===== config.mk =====
export PLATFORM = sky130hd
export DESIGN_NAME = utf8_stream_decoder_unit
export DESIGN_NICKNAME = d
export VERILOG_FILES = /design/src/rtl/u8d_pkg.sv /design/src/rtl/u8d_decode.sv /design/src/rtl/u8d_queue.sv /design/src/rtl/utf8_stream_decoder_unit.sv
export VERILOG_INCLUDE_DIRS = /design/src /design/src/rtl
export SDC_FILE = /design/constraint.sdc
export NUM_CORES = 1
export LEC_CHECK = 0
export BUFFER_PORTS_ARGS = -buffer_cell sky130_fd_sc_hd__buf_2
export CORE_MARGIN = 1
export CORE_UTILIZATION = 55
export CTS_CLUSTER_SIZE = 24
export DETAILED_ROUTE_END_ITERATION = 7
export HOLD_SLACK_MARGIN = 0.05
export PLACE_DENSITY_LB_ADDON = 0.15
export SLEW_MARGIN = 20
export SYNTH_ARGS = -nofsm -noshare
export SYNTH_HDL_FRONTEND = slang
export SYNTH_SLANG_ARGS = --single-unit

===== constraint.sdc =====
create_clock -name clk -period 5.7 [get_ports clk]
set_clock_uncertainty 0.2 [all_clocks]
set_input_delay 1.14 -clock clk [delete_from_list [all_inputs] [get_ports clk]]
set_output_delay 1.14 -clock clk [all_outputs]
set_load 0.005 [all_outputs]

===== src/rtl/utf8_stream_decoder_unit_defines.svh =====
// Assertion macros shared by the decoder RTL.
`ifndef UTF8_STREAM_DECODER_UNIT_DEFINES_SVH
`define UTF8_STREAM_DECODER_UNIT_DEFINES_SVH

`ifndef NO_ASSERTIONS
// Check a condition on every clock edge outside reset.
`define U8D_ASSERT_ALWAYS(lbl, clk, rst_n, cond) \
  lbl: assert property (@(posedge clk) disable iff (!rst_n) (cond)) \
    else $error("assertion failed");
// Check that a condition implies another one in the same cycle.
`define U8D_ASSERT_IMPLIES(lbl, clk, rst_n, ante, cons) \
  lbl: assert property (@(posedge clk) disable iff (!rst_n) (ante) |-> (cons)) \
    else $error("assertion failed");
`else
`define U8D_ASSERT_ALWAYS(lbl, clk, rst_n, cond)
`define U8D_ASSERT_IMPLIES(lbl, clk, rst_n, ante, cons)
`endif

`endif


===== src/rtl/u8d_pkg.sv =====
package u8d_pkg;

  localparam int unsigned CpW   = 21;
  localparam int unsigned LenW  = 3;
  localparam int unsigned StW   = 2;
  localparam int unsigned LineW = 32;

  // Result queue geometry
  localparam int unsigned QDepth = 8;
  localparam int unsigned QPtrW  = $clog2(QDepth);
  localparam int unsigned QCntW  = QPtrW + 1;

  // Status codes
  localparam logic [StW-1:0] ST_CHAR    = 2'd0;
  localparam logic [StW-1:0] ST_INVALID = 2'd1;
  localparam logic [StW-1:0] ST_END     = 2'd2;

  // Value limits
  localparam logic [CpW-1:0] MIN_2B   = 21'h000080;
  localparam logic [CpW-1:0] MIN_3B   = 21'h000800;
  localparam logic [CpW-1:0] MIN_4B   = 21'h010000;
  localparam logic [CpW-1:0] MAX_CP   = 21'h10FFFF;
  localparam logic [9:0]     SURR_HI  = 10'h01B;  // bits 20:11 of 0xD800..0xDFFF
  localparam logic [7:0]     NEWLINE  = 8'h0A;
  localparam logic [LineW-1:0] LINE_MAX = '1;

  typedef struct packed {
    logic [CpW-1:0]   code_point;
    logic [LenW-1:0]  seq_length;
    logic [StW-1:0]   status;
    logic [LineW-1:0] line_number;
    logic             last_of_run;
  } res_t;

  // Results of one decoded item, handed to the result queue
  typedef struct packed {
    logic [1:0] cnt;
    res_t       r0;
    res_t       r1;
  } push_t;

endpackage


===== src/rtl/u8d_decode.sv =====
`include "utf8_stream_decoder_unit_defines.svh"

module u8d_decode (
  input  logic                    clk,
  input  logic                    rst_n,
  input  logic                    vld,
  input  logic [7:0]              byte_in,
  output u8d_pkg::push_t          push
);

  logic [1:0]                     pend_r, pend_nxt;
  logic [u8d_pkg::CpW-1:0]        pv_r, pv_nxt;
  logic [u8d_pkg::LenW-1:0]       slen_r, slen_nxt;
  logic [u8d_pkg::LineW-1:0]      line_r, line_nxt;

  logic                           lead_emit;
  u8d_pkg::res_t                  lead_res;
  logic [1:0]                     lead_pend;
  logic [u8d_pkg::CpW-1:0]        lead_pv;
  logic [u8d_pkg::LenW-1:0]       lead_len;

  logic [u8d_pkg::CpW-1:0]        pv_cat;
  logic                           val_ok;
  logic                           is_trail;

  // Count newlines, saturating at the top
  always_comb begin
    line_nxt = line_r;
    if (vld && byte_in == u8d_pkg::NEWLINE && line_r != u8d_pkg::LINE_MAX) begin
      line_nxt = line_r + 32'd1;
    end
  end

  // Decode the byte as a sequence lead
  always_comb begin
    lead_emit = 1'b1;
    lead_res  = '0;
    lead_pend = 2'd0;
    lead_pv   = '0;
    lead_len  = '0;
    lead_res.line_number = line_nxt;
    lead_res.last_of_run = 1'b1;
    if (byte_in == 8'h00) begin
      lead_res.status = u8d_pkg::ST_END;
    end else if (byte_in[7] == 1'b0) begin
      lead_res.code_point = {13'd0, byte_in};
      lead_res.seq_length = 3'd1;
      lead_res.status     = u8d_pkg::ST_CHAR;
    end else if (byte_in[7:5] == 3'b110) begin
      lead_emit = 1'b0;
      lead_pend = 2'd1;
      lead_pv   = {16'd0, byte_in[4:0]};
      lead_len  = 3'd2;
    end else if (byte_in[7:4] == 4'b1110) begin
      lead_emit = 1'b0;
      lead_pend = 2'd2;
      lead_pv   = {17'd0, byte_in[3:0]};
      lead_len  = 3'd3;
    end else if (byte_in[7:3] == 5'b11110) begin
      lead_emit = 1'b0;
      lead_pend = 2'd3;
      lead_pv   = {18'd0, byte_in[2:0]};
      lead_len  = 3'd4;
    end else begin
      lead_res.seq_length = 3'd1;
      lead_res.status     = u8d_pkg::ST_INVALID;
    end
  end

  // Append a trail byte and range-check the completed value
  assign is_trail = (byte_in[7:6] == 2'b10);
  assign pv_cat   = {pv_r[14:0], byte_in[5:0]};

  always_comb begin
    case (slen_r)
      3'd2:    val_ok = (pv_cat >= u8d_pkg::MIN_2B);
      3'd3:    val_ok = (pv_cat >= u8d_pkg::MIN_3B) && (pv_cat[20:11] != u8d_pkg::SURR_HI);
      3'd4:    val_ok = (pv_cat >= u8d_pkg::MIN_4B) && (pv_cat <= u8d_pkg::MAX_CP);
      default: val_ok = 1'b0;
    endcase
  end

  // Form results and next sequence state
  always_comb begin
    push     = '0;
    pend_nxt = pend_r;
    pv_nxt   = pv_r;
    slen_nxt = slen_r;
    if (vld) begin
      if (pend_r != 2'd0 && is_trail) begin
        if (pend_r == 2'd1) begin
          push.cnt            = 2'd1;
          push.r0.code_point  = val_ok ? pv_cat : '0;
          push.r0.seq_length  = slen_r;
          push.r0.status      = val_ok ? u8d_pkg::ST_CHAR : u8d_pkg::ST_INVALID;
          push.r0.line_number = line_nxt;
          push.r0.last_of_run = 1'b1;
          pend_nxt = 2'd0;
          pv_nxt   = '0;
          slen_nxt = '0;
        end else begin
          pend_nxt = pend_r - 2'd1;
          pv_nxt   = pv_cat;
        end
      end else if (pend_r != 2'd0) begin
        // Interrupted sequence: flag it, then restart on this byte
        push.r0.seq_length  = slen_r - {1'b0, pend_r};
        push.r0.status      = u8d_pkg::ST_INVALID;
        push.r0.line_number = line_nxt;
        push.r0.last_of_run = 1'b0;
        push.r1  = lead_res;
        push.cnt = lead_emit ? 2'd2 : 2'd1;
        pend_nxt = lead_pend;
        pv_nxt   = lead_pv;
        slen_nxt = lead_len;
      end else begin
        push.r0  = lead_res;
        push.cnt = lead_emit ? 2'd1 : 2'd0;
        pend_nxt = lead_pend;
        pv_nxt   = lead_pv;
        slen_nxt = lead_len;
      end
    end
  end

  always_ff @(posedge clk) begin
    if (!rst_n) begin
      pend_r <= 2'd0;
      pv_r   <= '0;
      slen_r <= '0;
      line_r <= 32'd1;
    end else begin
      pend_r <= pend_nxt;
      pv_r   <= pv_nxt;
      slen_r <= slen_nxt;
      line_r <= line_nxt;
    end
  end

  `U8D_ASSERT_IMPLIES(a_open_len, clk, rst_n, pend_r != 2'd0, slen_r > {1'b0, pend_r})
  `U8D_ASSERT_ALWAYS(a_line_nonzero, clk, rst_n, line_r != '0)

endmodule


===== src/rtl/u8d_queue.sv =====
`include "utf8_stream_decoder_unit_defines.svh"

module u8d_queue (
  input  logic                      clk,
  input  logic                      rst_n,
  input  u8d_pkg::push_t            push,
  input  logic                      pop_ready,
  output logic                      pop_valid,
  output u8d_pkg::res_t             pop_data,
  output logic [u8d_pkg::QCntW-1:0] count
);

  u8d_pkg::res_t                    mem_r [u8d_pkg::QDepth];
  logic [u8d_pkg::QPtrW-1:0]        wp_r, wp_nxt;
  logic [u8d_pkg::QPtrW-1:0]        rp_r, rp_nxt;
  logic [u8d_pkg::QCntW-1:0]        cnt_r, cnt_nxt;
  logic [u8d_pkg::QPtrW-1:0]        wp_inc;
  logic                             pop;

  assign pop       = pop_valid && pop_ready;
  assign pop_valid = (cnt_r != '0);
  assign pop_data  = mem_r[rp_r];
  assign count     = cnt_r;
  assign wp_inc    = wp_r + 1'b1;

  // Advance pointers by the number of items pushed and popped
  always_comb begin
    wp_nxt  = wp_r + u8d_pkg::QPtrW'(push.cnt);
    rp_nxt  = rp_r + u8d_pkg::QPtrW'(pop);
    cnt_nxt = cnt_r + u8d_pkg::QCntW'(push.cnt) - u8d_pkg::QCntW'(pop);
  end

  always_ff @(posedge clk) begin
    if (!rst_n) begin
      wp_r  <= '0;
      rp_r  <= '0;
      cnt_r <= '0;
    end else begin
      wp_r  <= wp_nxt;
      rp_r  <= rp_nxt;
      cnt_r <= cnt_nxt;
    end
  end

  // Store up to two results per cycle
  always_ff @(posedge clk) begin
    if (push.cnt != 2'd0) begin
      mem_r[wp_r] <= push.r0;
    end
    if (push.cnt == 2'd2) begin
      mem_r[wp_inc] <= push.r1;
    end
  end

  `U8D_ASSERT_ALWAYS(a_no_overflow, clk, rst_n,
    ({1'b0, cnt_r} + {2'b00, push.cnt}) <= u8d_pkg::QDepth)
  `U8D_ASSERT_ALWAYS(a_cnt_range, clk, rst_n, cnt_r <= u8d_pkg::QDepth)

endmodule


===== src/rtl/utf8_stream_decoder_unit.sv =====
// Channel   Ports                                          Handshake
// input     in_byte                                        in_valid / in_ready
// result    out_code_point, out_seq_length, out_status,    out_valid / out_ready
//           out_line_number, out_last_of_run
//
// One byte is taken per cycle if in_ready is high; it is registered, decoded and queued.
// A byte gives zero, one or two results; the result port moves one item per cycle
// while out_ready is high, so the two results of one byte leave one after the other.
// An eight-entry result queue decouples the sides; in_ready drops when it cannot
// take two more results for the byte in the input register and the one arriving.
// rst_n is synchronous, active low; it clears the sequence state and sets the line to 1.
module utf8_stream_decoder_unit (
  input  logic                         clk,
  input  logic                         rst_n,
  input  logic                         in_valid,
  output logic                         in_ready,
  input  logic [7:0]                   in_byte,
  output logic                         out_valid,
  input  logic                         out_ready,
  output logic [u8d_pkg::CpW-1:0]      out_code_point,
  output logic [u8d_pkg::LenW-1:0]     out_seq_length,
  output logic [u8d_pkg::StW-1:0]      out_status,
  output logic [u8d_pkg::LineW-1:0]    out_line_number,
  output logic                         out_last_of_run
);

  logic [7:0]                    byte_r;
  logic                          vld_r;
  u8d_pkg::push_t                push;
  u8d_pkg::res_t                 head;
  logic [u8d_pkg::QCntW-1:0]     qcnt;
  logic [u8d_pkg::QCntW:0]       need;

  // Reserve room for the byte in flight and the one being taken
  assign need     = {1'b0, qcnt} + (vld_r ? (u8d_pkg::QCntW+1)'(2) : '0);
  assign in_ready = (need <= (u8d_pkg::QCntW+1)'(u8d_pkg::QDepth - 2));

  // Hold the accepted byte for decode
  always_ff @(posedge clk) begin
    if (!rst_n) begin
      vld_r <= 1'b0;
    end else begin
      vld_r <= in_valid && in_ready;
    end
  end

  always_ff @(posedge clk) begin
    if (in_valid && in_ready) begin
      byte_r <= in_byte;
    end
  end

  u8d_decode u_decode (
    .clk     (clk),
    .rst_n   (rst_n),
    .vld     (vld_r),
    .byte_in (byte_r),
    .push    (push)
  );

  u8d_queue u_queue (
    .clk       (clk),
    .rst_n     (rst_n),
    .push      (push),
    .pop_ready (out_ready),
    .pop_valid (out_valid),
    .pop_data  (head),
    .count     (qcnt)
  );

  assign out_code_point  = head.code_point;
  assign out_seq_length  = head.seq_length;
  assign out_status      = head.status;
  assign out_line_number = head.line_number;
  assign out_last_of_run = head.last_of_run;

endmodule

==> flow_summary.yaml, run 1 <==
power:
  p_leak_nw: 8.342
  vdd_drop_max_v: 0.0006292
  power.total_mw: 9.634
  power.density_nw_per_um2: 356.3
floorplan:
  dieArea_um2: 44990
  die_h_um: 212.1
  die_width_um: 212.1
  std_cell_rows: 76
  core_um2: 43270
  io_pins: 73
  start_util_pct: 56.12
routing:
  routedWlPerCell_um: 24.84
  dr.first_iter.drc_count: 1695
  via_per_inst: 6.399
  drcViolationCount: 0
  wl_met1_mm: 27.31
  top_layer: "met4"
  wl_mm: 65.12
  drtAntennaViolNets: 0
  wl_met2_mm: 31.28
  dr.pass1.iters: 6
  wl_met3_mm: 4.792
  via_count: 16779
place:
  globalplace.congestion: 0.9316
  dpl.hpwl_mm: 41.80
  place_area_um2: 25180
  port_buffers: 72
yosys:
  synth_area_leaders: "edfxtp_1, dfxtp_1, mux4_2"
  post_synth_num_cell_types: 73
  yosysSeqAreaShare_pct: 59.28
  synth.largest_area_cell: "edfxtp_1"
  synth-async-reset-ratio_pct: 0
  yosysWarnings: 0
  ys_seq_elements: 543
  synth-edff-count: 352
  synthesis.nets: 2007
  syn_inst: 1974
  syn_avg_cell_area_um2: 12.30
  syn_area_um2: 24280
  yosys_most_used_dff: "edfxtp_1"
  yosysTopAreaCellShare_pct: 43.53
setup_path:
  worstSetupPathType: "flop to flop"
  critical-path-top-delay-family: "simple AND/OR/NAND/NOR gates"
  startpoint_type: "flop"
  path_buf_inv: 1
  critPathMaxStageDelay_ns: 0.93
  worst-path-max-fanout: 43
  cp.required_ns: 5.56
  arrival_ns: 4.71
  critPathSlowestCell: "clkinv_2"
  crit_chain: "nand2_1 > a31o_2 > ha_1 > nor2_1 > a211o_1 > and2_1 > clkinv_2"
  crit_path_end_kind: "flop"
cells_and_area:
  final_cell_area_um2: 27040
  nets: 2024
  utilization_pct: 62.49
  antenna-diode-count: 0
  drive_above_1_share_pct: 20.27
  layout_common_cells: "edfxtp_1, nor2_1, dfxtp_1"
  syn_to_final_growth_pct: 11.35
  final_common_cell: "edfxtp_1"
sta:
  setup_violations: 0
  tightest_slew_ns: 1.190
  finalHoldViolCount: 0
  finalCriticalPeriod_ns: 4.852
  relSlewSlack_pct: 20.51
  drv_slew: 0
  fmax_mhz: 206.1
  rsz0062_at_grt: "false"
  setup_tns_ns: 0
  period_share_pct: 85.12
cts:
  post_cts_buffers: 0
  cts_buffers: 55
  clock-sinks: 543
  cts_buffer_depth: 3
  insertion_delay_ns: 0.60
  cts_resized: 0
  h-tree-depth: 2
  cts_tree: "built"
  postCtsHoldBufs: 0
  clockRootBuffer: "clkbuf_16"
  clkTransAtPathRegs_ns: 0.06
grt:
  grt_pass1_wl_mm: 99.02
  antenna_found_initial: 0
  grt.total_usage_pct: 29.54
  grt_pass1_vias: 16477
  grt_overflow: 0
  grt_max_degree: 82
outcome:
  status: "completed"
worst_hold_path:
  holdCritPathClass: "flop to flop"
job:
  cap_violations: 0
[worst paths after layout]
path | from | endpoint | slack (ns) | cells past startpoint
worst max-delay path | byte_r[7] | u_queue.mem_r[7][3] | 0.85 | 7
worst min register to register | u_queue.mem_r[1][51] | u_queue.mem_r[1][51] | 0.25 | 2
worst min-delay path | u_queue.mem_r[1][51] | u_queue.mem_r[1][51] | 0.25 | 2
worst max register to register | byte_r[7] | u_queue.mem_r[7][3] | 0.85 | 7
[power by group]
group | total [mW] | leakage, nW | switching (mW) | internal (mW)
Sequential | 4.38 | 4.76 | 0.120 | 4.26
Combinational | 1.57 | 2.68 | 0.826 | 0.749
Clock | 3.68 | 0.906 | 1.53 | 2.15
[cell families (layout without fill, tap and decap cells)]
family	Yosys count	after routing	synth area share, %
buffers and inverters	173	236	2.741
adder cells (fa/ha/maj)	21	21	1.175
multiplexers	179	179	13.76
XOR/XNOR	23	23	0.8606
flip-flops	543	543	59.28
AND/OR/NAND/NOR	611	611	11.57
AO/OA/AOI/OAI	424	424	10.61
[routing by layer]
layer / vias up / GRT usage, %
li1: 7493 / -
met5: - / 0
met4: 0 / 9.370
met2: 669 / 47.88
met1: 8500 / 40.66
met3: 117 / 5.170
[worst reg2reg max path, delay by kind of cell (launching register included)]
kind / cells / cell delay (ns)
compound gates: 2 / 0.80
buf+inv: 1 / 0.94
flops: 1 / 0.64
simple gates: 3 / 1.35
fa+ha+maj: 1 / 0.36
[through the flow]
stage | worst slack, ns | hold slack [ns] | std cells
2_1_floorplan | 1.753 | 0.2198 | 1974
3_3_place_gp | 1.402 | 0.2288 | 2518
3_5_place_dp | 1.282 | 0.2393 | 2518
4_1_cts | 1.241 | 0.2537 | 2621
5_1_grt | 0.5313 | 0.2733 | 2622
6_report | 0.8481 | 0.2491 | 2622
[Yosys cell counts, types with 8 or more instances]
cell type / count
or3_1: 8
o22a_1: 35
clkbuf_1: 112
mux2_2: 59
a21oi_1: 108
nand3_1: 33
o21ai_1: 8
nor3_1: 14
nand4_1: 26
nor2_1: 251
and2_1: 18
xnor2_1: 14
dfxtp_1: 191
buf_2: 12
o21ai_0: 159
o22ai_1: 47
inv_1: 29
edfxtp_1: 352
a22o_1: 19
nor4_1: 14
buf_1: 17
xor2_1: 8
o211ai_1: 9
nand2_1: 187
mux4_2: 118
ha_1: 18
[area by class of cell]
type / instances / area, um^2
flip-flops and latches: 543 / 14410
clock buffers: 76 / 1568
well taps: 585 / 732.0
fillers: 3412 / 16230
repair buffers: 102 / 648.1
multi-input cells: 1258 / 9296
clock inverters: 27 / 270.3
inverters: 31 / 117.6
[flip-flops by register name (all words and copies together), names as in the netlist]
signal / cells
byte_r: 8
u_decode.line_r: 32
u_decode.pend_r: 2
u_decode.pv_r: 15
u_decode.slen_r: 3
u_queue.count: 4
u_queue.mem_r: 472
u_queue.rp_r: 3
u_queue.wp_r: 3
vld_r: 1
Power figures use the tool's default switching activity.
==> run 2, diff against run 1 <==
CAP_MARGIN = 25   (was unset)
SYNTH_HIERARCHICAL = 1   (was unset)
clock period = 5.8 ns   (was 5.7 ns; I/O delays follow)
==> run 2 against run 1 <==
Effect of this change:
- critical path depth rose by 2
- final cell count fell by 1.2%
- clock-buffer cell count rose by 13
- total power rose by 0.25%
- synthesized area rose by 15%
- routed wire length rose by 7.2%
- register-to-register slack improved by 0.63 ns
- global-route usage fell by 2.1 points
- sequential power rose by 4.8%
- worst hold slack improved by 0.034 ns
- non-clock buffer count rose by 8
- first-iteration DRC count fell by 27%
- largest power group unchanged
==> flow_summary.yaml, run 2 <==
setup_path:
  arrival_ns: 4.47
  critPathMaxStageDelay_ns: 0.76
  startpoint_type: "flop"
  r2r_slack_ns: 1.47
  critPathSlowestCell: "nor2_4"
  cp.required_ns: 5.95
  crit_path_end_kind: "flop"
  worst-path-max-fanout: 42
  crit_chain: "inv_1 > ha_1 > or4b_2 > nand2_1 > nor2_1 > nand4b_1 > nor2_4 > buf_12 > mux2_2"
  worstSetupPathType: "flop to flop"
place:
  globalplace.congestion: 0.8493
  dp_cells: 2483
  port_buffers: 72
  dpl.hpwl_mm: 39.51
cts:
  cts_tree: "built"
  postCtsHoldBufs: 0
  clockRootBuffer: "clkbuf_16"
  clkTransAtPathRegs_ns: 0.06
  insertion_delay_ns: 0.61
  cts_buffer_depth: 3
  h-tree-depth: 2
  cts_buffers: 57
  post_cts_buffers: 0
  cts_resized: 0
  clock-sinks: 543
sta:
  finalHoldViolCount: 0
  drv_slew: 0
  fmax_mhz: 231.2
  setup_violations: 0
  finalCriticalPeriod_ns: 4.325
  rsz0062_at_grt: "false"
  tightest_slew_ns: 1.010
  relSlewSlack_pct: 32.42
  period_share_pct: 74.57
yosys:
  synth.most_common_cell: "mux2_2"
  yosysWarnings: 6
  syn_area_um2: 28000
  synth-edff-count: 480
  synth-async-reset-ratio_pct: 0
  ys_seq_elements: 543
  post_synth_num_cell_types: 68
  synth_area_leaders: "edfxtp_1, mux2_2, mux4_2"
  syn_inst: 1819
  yosysSeqAreaShare_pct: 55.98
  yosys_most_used_dff: "edfxtp_1"
  synth.largest_area_cell: "edfxtp_1"
  yosysTopAreaCellShare_pct: 51.48
  synth_commonest_cells: "mux2_2, edfxtp_1, mux4_2"
  syn_avg_cell_area_um2: 15.39
cells_and_area:
  top_register: "u_queue/mem_r"
  final_common_cell: "mux2_2"
  final-instance-count-excl-fill: 2590
  nets: 1902
  reg_top3: "u_queue/mem_r (472), u_decode/line_r (32), u_decode/pv_r (15)"
  syn_to_final_growth_pct: 10.67
  layout_common_cells: "mux2_2, edfxtp_1, mux4_2"
  largest_reg_flops: 472
  antenna-diode-count: 0
  n_fill_cell: 3790
  drive_above_1_share_pct: 45.36
routing:
  via_per_inst: 6.361
  via_count: 16476
  dr.first_iter.drc_count: 1242
  drtAntennaViolNets: 0
  drcViolationCount: 0
  dr.pass1.iters: 5
  routedWlPerCell_um: 26.96
  wl_mm: 69.82
grt:
  grt_overflow: 0
  grt_pass1_wl_mm: 104.7
  grt.total_usage_pct: 27.49
  grt_max_degree: 60
  grt_pass1_vias: 16829
  antenna_found_initial: 2
floorplan:
  die_h_um: 227.6
  std_cell_rows: 82
  io_pins: 73
  die_width_um: 227.6
  core_um2: 50170
  dieArea_um2: 51810
  start_util_pct: 55.81
power:
  vdd_drop_max_v: 0.0002291
  power.total_mw: 9.658
  power.density_nw_per_um2: 311.7
  p_leak_nw: 10.63
worst_hold_path:
  holdCritPathClass: "flop to flop"
job:
  cap_violations: 0
outcome:
  status: "completed"
run 2: cell count changes in the layout (fill, tap and decap cells not counted), sizes merged, moves of 16 or more:
cell / change
nand4: -18
o21ai: -151
nand2b: +22
a22o: -18
dfxtp: -128
mux2: +472
a21oi: -30
edfxtp: +128
nand2: -148
conb: +16
nor2: -187
o22a: -35
o22ai: -45
run 2: path summary, 6_finish.rpt:
check,startpoint,to,depth (start not counted)
hold reg to reg,u_decode/pv_r[12],u_decode/pv_r[12],2
setup / recovery,u_decode/pend_r[0],u_queue/mem_r[6][44],9
hold / removal,u_decode/pv_r[12],u_decode/pv_r[12],2
setup reg to reg,u_decode/pend_r[0],u_queue/mem_r[6][44],9
run 2: final cells by class:
cell class | count | area [um^2] | area share [%]
Sequential cell | 543 | 15690 | 50.62
Inverter | 26 | 97.59 | 0.3149
Multi-Input combinational cell | 1132 | 11770 | 37.97
Clock inverter | 18 | 136.4 | 0.4401
Timing Repair Buffer | 110 | 814.5 | 2.629
Clock buffer | 89 | 1647 | 5.314
Tap cell | 672 | 840.8 | 2.713
run 2: logic make-up (layout without fill, tap and decap cells):
group | after synthesis | in the layout | synth area share [%]
flip-flops | 543 | 543 | 55.98
other | 1 | 16 | 0.01339
adder cells (fa/ha/maj) | 20 | 20 | 0.9742
multiplexers | 657 | 657 | 31.13
AND/OR/NAND/NOR | 281 | 281 | 5.452
XOR/XNOR | 14 | 14 | 0.5184
buffers and inverters | 159 | 243 | 2.815
AO/OA/AOI/OAI | 144 | 144 | 3.110
run 2: per-layer routing:
layer	global-route usage, %	share of wire, %	vias up
met3	3.175	5.5	103
li1	-	-	7266
met1	37.88	43	8560
met5	0	0.030	-
met2	46.41	50	543
met4	7.404	2.1	4
run 2: worst max-delay path: cells and delay by family, from the launching register on:
family / cells / cell delay, ns
muxes: 1 / 0.38
adders and majority gates: 1 / 0.33
buffers and inverters: 2 / 0.46
and+or+nand+nor: 5 / 2.22
DFF: 1 / 0.38
run 2: power breakdown:
part,switching (mW),leakage [nW],total [mW],internal [mW]
logic,0.765,5.04,1.58,0.811
clock network,1.51,0.878,3.50,1.99
registers,0.183,4.71,4.59,4.40
total,2.45,10.6,9.66,7.20
run 2: stage by stage:
| stage | hold slack, ns | utilization (%) | setup WS (ns) | setup TNS, ns | instance area (um^2) |
|---|---|---|---|---|---|
| final | 0.2835 | 61.76 | 1.475 | 0 | 30990 |
| after global routing | 0.3148 | 61.76 | 1.326 | 0 | 30990 |
| after CTS | 0.2883 | 61.76 | 1.437 | 0 | 30990 |
| after detailed placement | 0.2767 | 58.21 | 1.561 | 0 | 29200 |
| after global placement | 0.2685 | 58.00 | 1.653 | 0 | 29100 |
| after floorplan | 0.2539 | - | -0.9734 | -187.38 | 28070 |
